<file path="src/rtl/wta_pkg.sv">
package wta_pkg;

    localparam int DATA_W = 32;
    localparam int CFG_W = 7;
    localparam int APB_DATA_W = 32;
    localparam int ADDR_W = 3;
    localparam int REG_IDX_W = ADDR_W - 2;

    localparam logic [CFG_W-1:0] WINDOW_RESET = CFG_W'(50);

    // Register indexes (byte address divided by four)
    localparam logic [REG_IDX_W-1:0] REG_WINDOW = REG_IDX_W'(0);

    // Item kinds carried on the input tuser
    localparam logic ACTION_PUSH = 1'b0;
    localparam logic ACTION_FINISH = 1'b1;

    // Result status carried on the output tuser
    localparam logic STATUS_OK = 1'b0;
    localparam logic STATUS_SHORT = 1'b1;

    typedef struct packed {
        logic              action;
        logic [DATA_W-1:0] sample;
    } wta_item_t;

endpackage

</file>
<file path="src/rtl/window_tail_average_top.sv">
// Moving average over the last W signed Q16.16 samples. Each input transfer
// carries a kind on s_axis_tuser: push (tdata is the sample) or finish. A
// push produces no result; a finish produces one result transfer carrying
// the mean of the last W samples on m_axis_tdata (truncated toward zero) with
// status 0 on m_axis_tuser, or average 0 with status 1 if fewer than W
// samples arrived since the last finish. Every finish starts a new run.
// W is window_length at byte address 0 of the APB port (reset 50); 0 acts
// as 1 and values above MAX_WINDOW act as MAX_WINDOW, and writing it also
// starts a new run. Write it only while the block is idle.
// Rate: pushes stream at one per cycle while no finish waits at the head of
// the input queue. Every transfer is registered in the two-entry input queue
// before the back end acts on it. A finish waits for the two-stage sum
// pipeline to drain and for the previous result to be taken; with enough
// samples it then runs the shift-subtract divider, one bit of the running
// sum per cycle, and the quotient is registered for output; otherwise the
// short status appears in the next cycle. Pushes keep flowing during a
// division. The sample ring is a plain RAM; it
// needs no clearing after reset because only slots written in the current
// run are read back.
module window_tail_average_top #(
    parameter int MAX_WINDOW = 64
) (
    input  logic                          clk,
    input  logic                          rst_n,
    // Input stream
    input  logic                          s_axis_tvalid,
    output logic                          s_axis_tready,
    input  logic [31:0]                   s_axis_tdata,  // [31:0] sample
    input  logic                          s_axis_tuser,  // [0] action
    // Result stream
    output logic                          m_axis_tvalid,
    input  logic                          m_axis_tready,
    output logic [31:0]                   m_axis_tdata,  // [31:0] average
    output logic                          m_axis_tuser,  // [0] status
    // Configuration port
    input  logic                          psel,
    input  logic                          penable,
    input  logic                          pwrite,
    input  logic [wta_pkg::ADDR_W-1:0]     paddr,
    input  logic [wta_pkg::APB_DATA_W-1:0] pwdata,
    output logic [wta_pkg::APB_DATA_W-1:0] prdata,
    output logic                          pready
);

    import wta_pkg::*;

    localparam int WW = $clog2(MAX_WINDOW + 1);
    localparam int CW = (WW > CFG_W) ? WW : CFG_W;

    logic [CFG_W-1:0]     window_reg;
    logic [CFG_W-1:0]     window_next;
    logic [CW-1:0]        win_ext;
    logic [WW-1:0]        win_eff;
    logic [REG_IDX_W-1:0] reg_idx;
    logic                 cfg_write;
    logic                 clear_run;
    logic                 q_valid;
    logic                 q_pop;
    wta_item_t            q_item;

    // Register file: one register, written on the APB access phase
    assign pready = 1'b1;
    assign reg_idx = paddr[ADDR_W-1:2];
    assign cfg_write = psel && penable && pwrite && pready;
    assign clear_run = cfg_write && (reg_idx == REG_WINDOW);

    always_comb
    begin
        window_next = window_reg;
        if (clear_run)
        begin
            window_next = pwdata[CFG_W-1:0];
        end
    end

    always_ff @(posedge clk or negedge rst_n)
    begin
        if (!rst_n)
        begin
            window_reg <= WINDOW_RESET;
        end
        else
        begin
            window_reg <= window_next;
        end
    end

    always_comb
    begin
        unique case (reg_idx)
            REG_WINDOW: prdata = APB_DATA_W'(window_reg);
            default:    prdata = '0;
        endcase
    end

    // Clamp the programmed window into 1..MAX_WINDOW
    assign win_ext = CW'(window_reg);

    always_comb
    begin
        if (win_ext == '0)
        begin
            win_eff = WW'(1);
        end
        else if (win_ext > CW'(MAX_WINDOW))
        begin
            win_eff = WW'(MAX_WINDOW);
        end
        else
        begin
            win_eff = WW'(win_ext);
        end
    end

    // Front: take input transfers into a two-entry queue
    wta_front u_front (
        .clk          (clk),
        .rst_n        (rst_n),
        .s_axis_tvalid(s_axis_tvalid),
        .s_axis_tready(s_axis_tready),
        .s_axis_tdata (s_axis_tdata),
        .s_axis_tuser (s_axis_tuser),
        .q_valid      (q_valid),
        .q_item       (q_item),
        .q_pop        (q_pop)
    );

    // Back: ring, running sum, divider and result register
    wta_back #(
        .MAX_WINDOW(MAX_WINDOW)
    ) u_back (
        .clk          (clk),
        .rst_n        (rst_n),
        .window       (win_eff),
        .clear_run    (clear_run),
        .q_valid      (q_valid),
        .q_item       (q_item),
        .q_pop        (q_pop),
        .m_axis_tvalid(m_axis_tvalid),
        .m_axis_tready(m_axis_tready),
        .m_axis_tdata (m_axis_tdata),
        .m_axis_tuser (m_axis_tuser)
    );

endmodule

</file>
<file path="src/rtl/wta_ram.sv">
module wta_ram #(
    parameter int WIDTH = 32,
    parameter int DEPTH = 64
) (
    input  logic                                    clk,
    input  logic                                    we,
    input  logic [((DEPTH > 1) ? $clog2(DEPTH) : 1)-1:0] waddr,
    input  logic [WIDTH-1:0]                        wdata,
    input  logic [((DEPTH > 1) ? $clog2(DEPTH) : 1)-1:0] raddr,
    output logic [WIDTH-1:0]                        rdata
);

    logic [WIDTH-1:0] mem [DEPTH];

    // Read returns the old contents when the same address is written
    always_ff @(posedge clk)
    begin
        if (we)
        begin
            mem[waddr] <= wdata;
        end
        rdata <= mem[raddr];
    end

endmodule

</file>
<file path="src/rtl/wta_front.sv">
module wta_front (
    input  logic                 clk,
    input  logic                 rst_n,
    input  logic                 s_axis_tvalid,
    output logic                 s_axis_tready,
    input  logic [31:0]          s_axis_tdata,  // [31:0] sample
    input  logic                 s_axis_tuser,  // [0] action
    output logic                 q_valid,
    output wta_pkg::wta_item_t   q_item,
    input  logic                 q_pop
);

    import wta_pkg::*;

    localparam int DEPTH = 2;
    localparam int PTR_W = $clog2(DEPTH);
    localparam int CNT_W = $clog2(DEPTH + 1);

    wta_item_t        ent_reg [DEPTH];
    logic [PTR_W-1:0] wr_ptr_reg;
    logic [PTR_W-1:0] wr_ptr_next;
    logic [PTR_W-1:0] rd_ptr_reg;
    logic [PTR_W-1:0] rd_ptr_next;
    logic [CNT_W-1:0] cnt_reg;
    logic [CNT_W-1:0] cnt_next;
    logic             push;
    logic             pop;

    assign s_axis_tready = (cnt_reg != CNT_W'(DEPTH));
    assign push = s_axis_tvalid && s_axis_tready;
    assign q_valid = (cnt_reg != '0);
    assign pop = q_pop && q_valid;
    assign q_item = ent_reg[rd_ptr_reg];

    always_comb
    begin
        wr_ptr_next = wr_ptr_reg;
        rd_ptr_next = rd_ptr_reg;
        cnt_next = cnt_reg;
        if (push)
        begin
            wr_ptr_next = (wr_ptr_reg == PTR_W'(DEPTH - 1)) ? '0 : wr_ptr_reg + PTR_W'(1);
        end
        if (pop)
        begin
            rd_ptr_next = (rd_ptr_reg == PTR_W'(DEPTH - 1)) ? '0 : rd_ptr_reg + PTR_W'(1);
        end
        if (push && !pop)
        begin
            cnt_next = cnt_reg + CNT_W'(1);
        end
        else if (pop && !push)
        begin
            cnt_next = cnt_reg - CNT_W'(1);
        end
    end

    always_ff @(posedge clk or negedge rst_n)
    begin
        if (!rst_n)
        begin
            wr_ptr_reg <= '0;
            rd_ptr_reg <= '0;
            cnt_reg <= '0;
        end
        else
        begin
            wr_ptr_reg <= wr_ptr_next;
            rd_ptr_reg <= rd_ptr_next;
            cnt_reg <= cnt_next;
        end
    end

    always_ff @(posedge clk)
    begin
        if (push)
        begin
            ent_reg[wr_ptr_reg] <= '{action: s_axis_tuser, sample: s_axis_tdata};
        end
    end

endmodule

</file>
<file path="src/rtl/wta_div.sv">
module wta_div #(
    parameter int SUM_W = 38,
    parameter int WW = 7
) (
    input  logic                      clk,
    input  logic                      rst_n,
    input  logic                      start,
    input  logic signed [SUM_W-1:0]   dividend,
    input  logic [WW-1:0]             divisor,
    output logic                      busy,
    output logic                      done,
    output logic [wta_pkg::DATA_W-1:0] quotient
);

    import wta_pkg::*;

    localparam int CNT_W = (SUM_W > 1) ? $clog2(SUM_W) : 1;

    logic              busy_reg;
    logic              busy_next;
    logic              done_reg;
    logic              done_next;
    logic [CNT_W-1:0]  cnt_reg;
    logic [CNT_W-1:0]  cnt_next;
    logic              neg_reg;
    logic [WW-1:0]     dvs_reg;
    logic [WW-1:0]     rem_reg;
    logic [WW-1:0]     rem_next;
    logic [SUM_W-1:0]  quo_reg;
    logic [SUM_W-1:0]  quo_next;
    logic [WW:0]       trial;
    logic              take;
    logic [SUM_W-1:0]  signed_q;

    // One quotient bit per cycle, restoring on the magnitude
    assign trial = {rem_reg, quo_reg[SUM_W-1]};
    assign take = (trial >= {1'b0, dvs_reg});

    always_comb
    begin
        busy_next = busy_reg;
        done_next = 1'b0;
        cnt_next = cnt_reg;
        rem_next = rem_reg;
        quo_next = quo_reg;
        if (start)
        begin
            busy_next = 1'b1;
            cnt_next = CNT_W'(SUM_W - 1);
            rem_next = '0;
            quo_next = dividend[SUM_W-1] ? SUM_W'(-dividend) : SUM_W'(dividend);
        end
        else if (busy_reg)
        begin
            rem_next = take ? WW'(trial - {1'b0, dvs_reg}) : WW'(trial);
            quo_next = {quo_reg[SUM_W-2:0], take};
            cnt_next = cnt_reg - CNT_W'(1);
            if (cnt_reg == '0)
            begin
                busy_next = 1'b0;
                done_next = 1'b1;
            end
        end
    end

    always_ff @(posedge clk or negedge rst_n)
    begin
        if (!rst_n)
        begin
            busy_reg <= 1'b0;
            done_reg <= 1'b0;
        end
        else
        begin
            busy_reg <= busy_next;
            done_reg <= done_next;
        end
    end

    always_ff @(posedge clk)
    begin
        cnt_reg <= cnt_next;
        rem_reg <= rem_next;
        quo_reg <= quo_next;
        if (start)
        begin
            neg_reg <= dividend[SUM_W-1];
            dvs_reg <= divisor;
        end
    end

    assign signed_q = neg_reg ? -quo_reg : quo_reg;
    assign quotient = signed_q[DATA_W-1:0];
    assign busy = busy_reg || done_reg;
    assign done = done_reg;

endmodule

</file>
<file path="src/rtl/wta_back.sv">
module wta_back #(
    parameter int MAX_WINDOW = 64
) (
    input  logic                                 clk,
    input  logic                                 rst_n,
    input  logic [$clog2(MAX_WINDOW + 1)-1:0]    window,
    input  logic                                 clear_run,
    input  logic                                 q_valid,
    input  wta_pkg::wta_item_t                   q_item,
    output logic                                 q_pop,
    output logic                                 m_axis_tvalid,
    input  logic                                 m_axis_tready,
    output logic [31:0]                          m_axis_tdata,  // [31:0] average
    output logic                                 m_axis_tuser   // [0] status
);

    import wta_pkg::*;

    localparam int WW = $clog2(MAX_WINDOW + 1);
    localparam int SLOT_W = (MAX_WINDOW > 1) ? $clog2(MAX_WINDOW) : 1;
    localparam int SUM_W = DATA_W + SLOT_W;

    logic [SLOT_W-1:0]       slot_reg;
    logic [SLOT_W-1:0]       slot_next;
    logic [WW-1:0]           slot_inc;
    logic [WW-1:0]           fill_reg;
    logic [WW-1:0]           fill_next;
    logic signed [SUM_W-1:0] sum_reg;
    logic signed [SUM_W-1:0] sum_next;
    logic                    s1_valid_reg;
    logic [DATA_W-1:0]       s1_sample_reg;
    logic                    s1_sub_reg;
    logic                    s2_valid_reg;
    logic signed [DATA_W:0]  s2_delta_reg;
    logic signed [DATA_W:0]  delta;
    logic [DATA_W-1:0]       ring_rdata;
    logic                    out_valid_reg;
    logic                    out_valid_next;
    logic [DATA_W-1:0]       out_avg_reg;
    logic                    out_status_reg;
    logic                    full;
    logic                    is_push;
    logic                    finish_ok;
    logic                    push_go;
    logic                    fin_go;
    logic                    short_go;
    logic                    div_start;
    logic                    div_busy;
    logic                    div_done;
    logic [DATA_W-1:0]       div_q;

    assign full = (fill_reg >= window);
    assign is_push = (q_item.action == ACTION_PUSH);
    // A finish waits for the sum pipeline to drain, an idle divider and a free result slot
    assign finish_ok = !s1_valid_reg && !s2_valid_reg && !div_busy && !out_valid_reg;
    assign q_pop = q_valid && (is_push || finish_ok);
    assign push_go = q_pop && is_push;
    assign fin_go = q_pop && !is_push;
    assign short_go = fin_go && !full;
    assign div_start = fin_go && full;

    wta_ram #(
        .WIDTH(DATA_W),
        .DEPTH(MAX_WINDOW)
    ) u_ring (
        .clk  (clk),
        .we   (push_go),
        .waddr(slot_reg),
        .wdata(q_item.sample),
        .raddr(slot_reg),
        .rdata(ring_rdata)
    );

    // The RAM returns the old ring value while the sample that replaces it sits in stage 1
    assign delta = $signed({s1_sample_reg[DATA_W-1], s1_sample_reg})
                 - (s1_sub_reg ? $signed({ring_rdata[DATA_W-1], ring_rdata})
                               : $signed({(DATA_W + 1){1'b0}}));

    assign slot_inc = WW'(slot_reg) + WW'(1);

    always_comb
    begin
        slot_next = slot_reg;
        fill_next = fill_reg;
        sum_next = sum_reg;
        if (s2_valid_reg)
        begin
            sum_next = sum_reg + SUM_W'(s2_delta_reg);
        end
        if (push_go)
        begin
            slot_next = (slot_inc == window) ? '0 : SLOT_W'(slot_inc);
            fill_next = full ? fill_reg : fill_reg + WW'(1);
        end
        if (fin_go || clear_run)
        begin
            slot_next = '0;
            fill_next = '0;
            sum_next = '0;
        end
    end

    always_comb
    begin
        out_valid_next = out_valid_reg;
        if (m_axis_tvalid && m_axis_tready)
        begin
            out_valid_next = 1'b0;
        end
        if (short_go || div_done)
        begin
            out_valid_next = 1'b1;
        end
    end

    wta_div #(
        .SUM_W(SUM_W),
        .WW   (WW)
    ) u_div (
        .clk     (clk),
        .rst_n   (rst_n),
        .start   (div_start),
        .dividend(sum_reg),
        .divisor (window),
        .busy    (div_busy),
        .done    (div_done),
        .quotient(div_q)
    );

    always_ff @(posedge clk or negedge rst_n)
    begin
        if (!rst_n)
        begin
            slot_reg <= '0;
            fill_reg <= '0;
            sum_reg <= '0;
            s1_valid_reg <= 1'b0;
            s2_valid_reg <= 1'b0;
            out_valid_reg <= 1'b0;
        end
        else
        begin
            slot_reg <= slot_next;
            fill_reg <= fill_next;
            sum_reg <= sum_next;
            s1_valid_reg <= push_go;
            s2_valid_reg <= s1_valid_reg;
            out_valid_reg <= out_valid_next;
        end
    end

    always_ff @(posedge clk)
    begin
        s1_sample_reg <= q_item.sample;
        s1_sub_reg <= full;
        s2_delta_reg <= delta;
        if (short_go)
        begin
            out_avg_reg <= '0;
            out_status_reg <= STATUS_SHORT;
        end
        else if (div_done)
        begin
            out_avg_reg <= div_q;
            out_status_reg <= STATUS_OK;
        end
    end

    assign m_axis_tvalid = out_valid_reg;
    assign m_axis_tdata = out_avg_reg;
    assign m_axis_tuser = out_status_reg;

endmodule

</file>
<file path="config.mk">
export PLATFORM = sky130hd
export DESIGN_NAME = window_tail_average_top
export DESIGN_NICKNAME = d
export VERILOG_FILES = /design/src/rtl/wta_pkg.sv /design/src/rtl/window_tail_average_top.sv /design/src/rtl/wta_ram.sv /design/src/rtl/wta_front.sv /design/src/rtl/wta_div.sv /design/src/rtl/wta_back.sv
export SDC_FILE = /design/constraint.sdc
export NUM_CORES = 2
export LEC_CHECK = 0
export ABC_CLOCK_PERIOD_IN_PS = 4650
export BUFFER_PORTS_ARGS = -buffer_cell sky130_fd_sc_hd__buf_2
export CORE_ASPECT_RATIO = 0.8
export CORE_MARGIN = 2
export CORE_UTILIZATION = 30
export CTS_CLUSTER_DIAMETER = 150
export DETAILED_ROUTE_END_ITERATION = 7
export MAX_ROUTING_LAYER = met4
export PLACE_DENSITY = 0.44
export REMOVE_ABC_BUFFERS = 1
export SYNTH_ARGS = -nofsm -noshare
export SYNTH_HDL_FRONTEND = slang
export SYNTH_SLANG_ARGS = --single-unit
</file>
<file path="constraint.sdc">
create_clock -name clk -period 4.65 [get_ports clk]
set_clock_uncertainty 0.05 [all_clocks]
set_input_delay 0.465 -clock clk [delete_from_list [all_inputs] [get_ports clk]]
set_output_delay 0.465 -clock clk [all_outputs]
set_load 0.01 [all_outputs]
</file>
* After elaboration in Yosys (flattened, before gate mapping)
Memory sizes are Yosys's and may differ from the RTL's. A register that Yosys moved wholly into a read port is not among the register bits. Cells that the tools add are included.
Word-level totals: register bits after elaboration 225, RAM bits 2114, input port bits 75, output and inout port bits 68, word-level logic and storage cells 113, memories 2
Memories:
- u_back.u_ring.mem | words 64, bits a word 32, rd ports 1, clocked after memory_dff 1, wr ports 1, RTL line wta_ram.sv:13 | logic [WIDTH-1:0] mem [DEPTH];
- u_front.ent_reg | words 2, bits a word 33, rd ports 1, clocked after memory_dff 0, wr ports 1, RTL line wta_front.sv:19 | wta_item_t ent_reg [DEPTH];
Operators by class: $add $sub $neg 12, order comparisons 3, equality and inequality tests 3, multiplexer cells 33, bitwise logic cells 2, reduce and logical (&&, ||, !) cells 36
Operator list (number):
- 2-to-1 mux 38 bit | 5
- 2-to-1 mux 7 bit | 7
- adder 38 x 33 -> 38 bit | 1
- negator 38 bit | 1
- 2-to-1 mux 33 bit | 1
- subtractor 32 x 33 -> 33 bit | 1
- 2-to-1 mux 32 bit | 1
- negator 32 bit | 1
- 2-to-1 mux 6 bit | 3
- logical AND 1 bit | 16
- 2-to-1 mux 1 bit | 14
- nonzero test 2 bit | 6
- >= comparator 8 x 7 -> 1 bit | 1
- adder 6 x 1 -> 7 bit (second input constant) | 1
- adder 7 x 1 -> 7 bit (second input constant) | 1
- == test 7 bit | 1
- >= comparator 7 bit | 1
- > comparator 7 bit (second input constant) | 1
- zero test 1 bit | 7
- zero test 7 bit | 1
- subtractor 7 bit | 1
- zero test 6 bit | 1
- subtractor 6 x 1 -> 6 bit (second input constant) | 1
- logical OR 1 bit | 4
- other kinds (7) | 11

* Depth between registers and ports, before layout
word-level depth 10, mapped depth 17, mapped depth without buffers 15

* Cells and area by module
A second synthesis with hierarchy kept.
Second synthesis, totals: cells, all modules 4936, area, all modules 94953.6 sq um
By module, submodules not included:
- wta_ram | instances 1, cells an instance 3324, area each 78515.3 sq um, seq. area each 62139.6 sq um
- wta_back | instances 1, cells an instance 954, area each 8575.7 sq um, seq. area each 3333.2 sq um
- wta_div | instances 1, cells an instance 477, area each 4521.8 sq um, seq. area each 1691.6 sq um
- wta_front | instances 1, cells an instance 121, area each 2727.6 sq um, seq. area each 2082.0 sq um
- window_tail_average_top | instances 1, cells an instance 60, area each 613.1 sq um, seq. area each 178.9 sq um

* Worst setup path after synthesis
OpenSTA, ideal clock, no wires.
path kind register -> register, start register u_back.slot_reg[2], end memory u_back.u_ring.mem[0][0] (enable), library setup time 0.421 ns, arrival time 3.553 ns, slack 0.626 ns, stages on the path, launching flop included 9, period minus slack after synthesis 4.024 ns, cell sequence dfrtp_1 -> clkbuf_1 -> or2_2 -> nor2_1 -> clkbuf_1 -> clkbuf_1 -> buf_1 -> nand2_1 -> nor2_1
RTL lines:
- start, declared | RTL line wta_back.sv:23 | logic [SLOT_W-1:0] slot_reg;
- start signal, assigned | RTL line wta_back.sv:143 | slot_reg <= slot_next;
- end, declared | RTL line wta_ram.sv:13
Straight into the memory's write port.

==> summary.md <==
| Metric | Value |
|---|---|
| Max-Cap Viols | `0` |
| Main area contributors after synthesis | `edfxtp_1 69%, dfxtp_1 3.1%, mux2i_1 2.5%` |
| Simple-gate share of the synthesized area | `0.0438` |
| Combinational family with the most area after synthesis | `compound AO/OA/AOI/OAI gates` |
| Mux share of post-synthesis cell area | `0.0629` |
| Outcome | `finished, violations left` |
| Final setup violation count | `0` |
| Post-Route WL | `340000 µm` |
| Flip-flop and latch area | `69400 µm²` |
| Rel. slew slack | `0.102` |
| Failing checks | `design-rule violations` |
| Total grt overflow | `0` |
| Multi-input gate area in the final layout | `23200 µm²` |
| Total track usage | `0.216` |
| CP Launch Type | `register` |
| Sequential share of the synthesized area | `0.741` |
| Yosys cell types | `82` |
| Hold WC Path Type | `input port to register` |
| P_leak | `36.0 nW` |
| TNS Setup | `0 ns` |
| Yosys warns | `0` |
| PD cells | `683 nW/µm²` |
| Post-route clock period utilization | `0.923` |
| Synth top area share | `0.693` |
| Htree depth | `4` |
| Vias/cell | `5.41` |
| DIE AREA | `317000 µm²` |
| Synth Area in Compound Gates | `0.107` |
| Final Max Tran Viols | `0` |
| Antenna-violating nets left | `0` |
| Max VDD drop | `0.000424 V` |
| Largest area contributor in the netlist | `edfxtp_1` |
| Number of synthesized flops with an enable pin | `2160` |
| Slew @ Worst Pin | `1.34 ns` |
| TritonRoute pass-1 iters | `8` |
| Row cnt | `183` |
| CTS tree | `built` |
| Synthesized area | `93600 µm²` |
| DRC Markers | `26` |
| Fmax | `233 MHz` |
| Post-synthesis cell count | `5875` |
| GPL Wtd Cong | `0.878` |
| Clock latency on the worst-skew pair | `0.95 ns` |
| Longest Clk Path Bufs | `4` |
| Dpl hpwl | `212000 µm` |
| Layout area overhead | `17.9%` |
| Critical path fanouts, max | `28` |
| Die W | `629 µm` |
| Post-layout minimum cycle time | `4.29 ns` |
| Drt initial violations | `8224` |
| Clk slew on worst S/H paths | `0.06 ns` |
| Routed via count | `57677` |
| Core area | `311000 µm²` |
| Nets@finish | `6456` |
| First-pass GRT wire length | `467000 µm` |
| CTS Buf Count | `237` |
| CTS root buf | `clkbuf_16` |
| Layout cells sized above 1 | `0.182` |
| Largest net degree at the start of global routing | `91` |
| Final hold violations | `0` |
| Starting Density | `0.301` |
| CP endpoint kind | `register` |
| RSZ-0062 raised after global routing | `no` |
| Buffers on Ports | `89` |
| Synth Area in Adders | `0.0127` |
| Avg Cell Area, Syn | `15.9 µm²` |
| Clock Sinks | `2371` |
| WL/cell | `31.9 µm` |
| Filler cells | `29426` |
| Synth Area in XOR/XNOR | `0.0137` |
| Utilization after layout | `0.355` |
| Final hold slack | `0.0797 ns` |
| Worst Path Arrival | `5.03 ns` |
| Initial antenna violation count | `41` |
| Post-CTS setup buffers | `0` |
| Max reg flops | `2048` |
| Worst Setup Path Type | `register to register` |
| Synth Flop Type | `edfxtp_1` |
| Critical Path RT | `5.38 ns` |
| Ys async rst share | `0.0283` |
| Die H | `504 µm` |
| #FFs+latches synth | `2371` |
| Io pins | `143` |
| Vias in the first global route | `54961` |
## report_power, final
group / switching, mW / total, mW / internal, mW / leakage [nW]
logic: 19.3 / 27.8 / 8.46 / 10.9
clock network: 8.41 / 19.0 / 10.6 / 3.62
registers: 1.19 / 28.6 / 27.4 / 21.5
total: 28.9 / 75.4 / 46.4 / 36.0
## placed cells by master, fill, tap and decap left out, types with 63 or more instances in the layout
cell,netlist,routed
a221oi_1,248,248
mux2i_1,236,236
o21ai_0,201,201
buf_2,58,88
buf_12,0,81
clkbuf_16,0,239
clkbuf_1,219,63
nand2_1,304,300
edfxtp_1,2160,2160
dfxtp_1,144,144
a21oi_1,293,293
xor2_1,91,91
o22ai_1,92,92
nor2_1,395,310
buf_4,26,305
mux4_2,71,71
ha_1,90,90
mux2_2,171,163
a22oi_1,211,211
nor2_4,0,83
## layer usage
metal / global-route usage / vias to the layer above / routed length (µm)
met2: 0.315 / 2606 / 146000
met3: 0.0348 / 407 / 28000
li1: - / 24226 / -
met4: 0.0467 / 0 / 7570
met5: - / - / 0
met1: 0.317 / 30438 / 158000
## repair_timing
action / in CTS / in global routing
hold endpoints to repair: 140 / 0
resized for setup: 0 / 0
hold buffers: 46 / 0
## cells in the mapped netlist (all sizes together), types with 9 or more instances
cell / instances
o22ai: 92
nand2: 304
mux2: 171
o211ai: 24
a211oi: 41
a221o: 31
xor2: 91
a222oi: 11
nand3: 31
dfxtp: 144
ha: 90
mux2i: 236
a22oi: 211
edfxtp: 2160
o41ai: 10
a221oi: 248
nor4: 13
a21o: 51
nand3b: 9
xnor2: 55
a31oi: 53
and2: 11
nor2: 395
buf: 151
a21oi: 293
clkbuf: 219
nand4: 38
mux4: 71
nand2b: 23
nor3: 20
or3: 22
dfrtp: 64
or4: 17
o21ai: 208
and3: 9
a22o: 59
o31ai: 31
o21bai: 9
inv: 52
nor2b: 20
o221ai: 13
## critical path: stages, from the launching register on
cell	delay [ns]
dfrtp_4	0.51
buf_12	0.32
buf_12	0.30
buf_4	0.36
mux2_2	0.38
a221oi_1	0.28
nor2_1	0.09
a221oi_1	0.89
o22ai_1	0.46
a21oi_1	0.38
nand3_1	0.12
## per-stage QoR
step	worst slack (ns)	instances	power, mW	cell area [µm²]
after floorplan	-15.35	5529	41.2	92200
after global placement	0.278	10164	56.3	102000
after detailed placement	0.348	10165	56.5	102000
after CTS	0.372	10641	75.5	110000
after global routing	0.266	10650	78.1	110000
final	0.358	10654	75.4	110000
## worst paths after layout
check,startpoint,cells after the start,to,slack (ns)
min in group asynchronous,rst_n,2,u_front.cnt_reg[1],0.23
worst max-delay path,u_back.slot_reg[1],10,u_back.u_ring.rdata[14],0.36
worst max register to register,u_back.slot_reg[1],10,u_back.u_ring.rdata[14],0.36
max in group asynchronous,rst_n,2,u_back.slot_reg[0],3.47
worst min-delay path,pwrite,5,win_ext[2],0.08
worst min register to register,u_back.s1_valid_reg,0,u_back.s2_valid_reg,0.33
## kinds of logic after synthesis
logic type | after synthesis
flops | 2371
xor+xnor | 146
simple gates | 925
mux | 478
other cells | 2
fa+ha+maj | 93
compound gates | 1436
buf+inv | 424
## cell type report
type | count | area share
multi-input combinational | 3104 | 0.211
timing repair buffer | 520 | 0.0436
clock inverter | 124 | 0.0105
antenna | 13 | 0.000295
sequential | 2371 | 0.629
tap | 4162 | 0.0472
clock buffer | 306 | 0.0568
inverter | 54 | 0.00190
(Power assumes the default switching activity.)
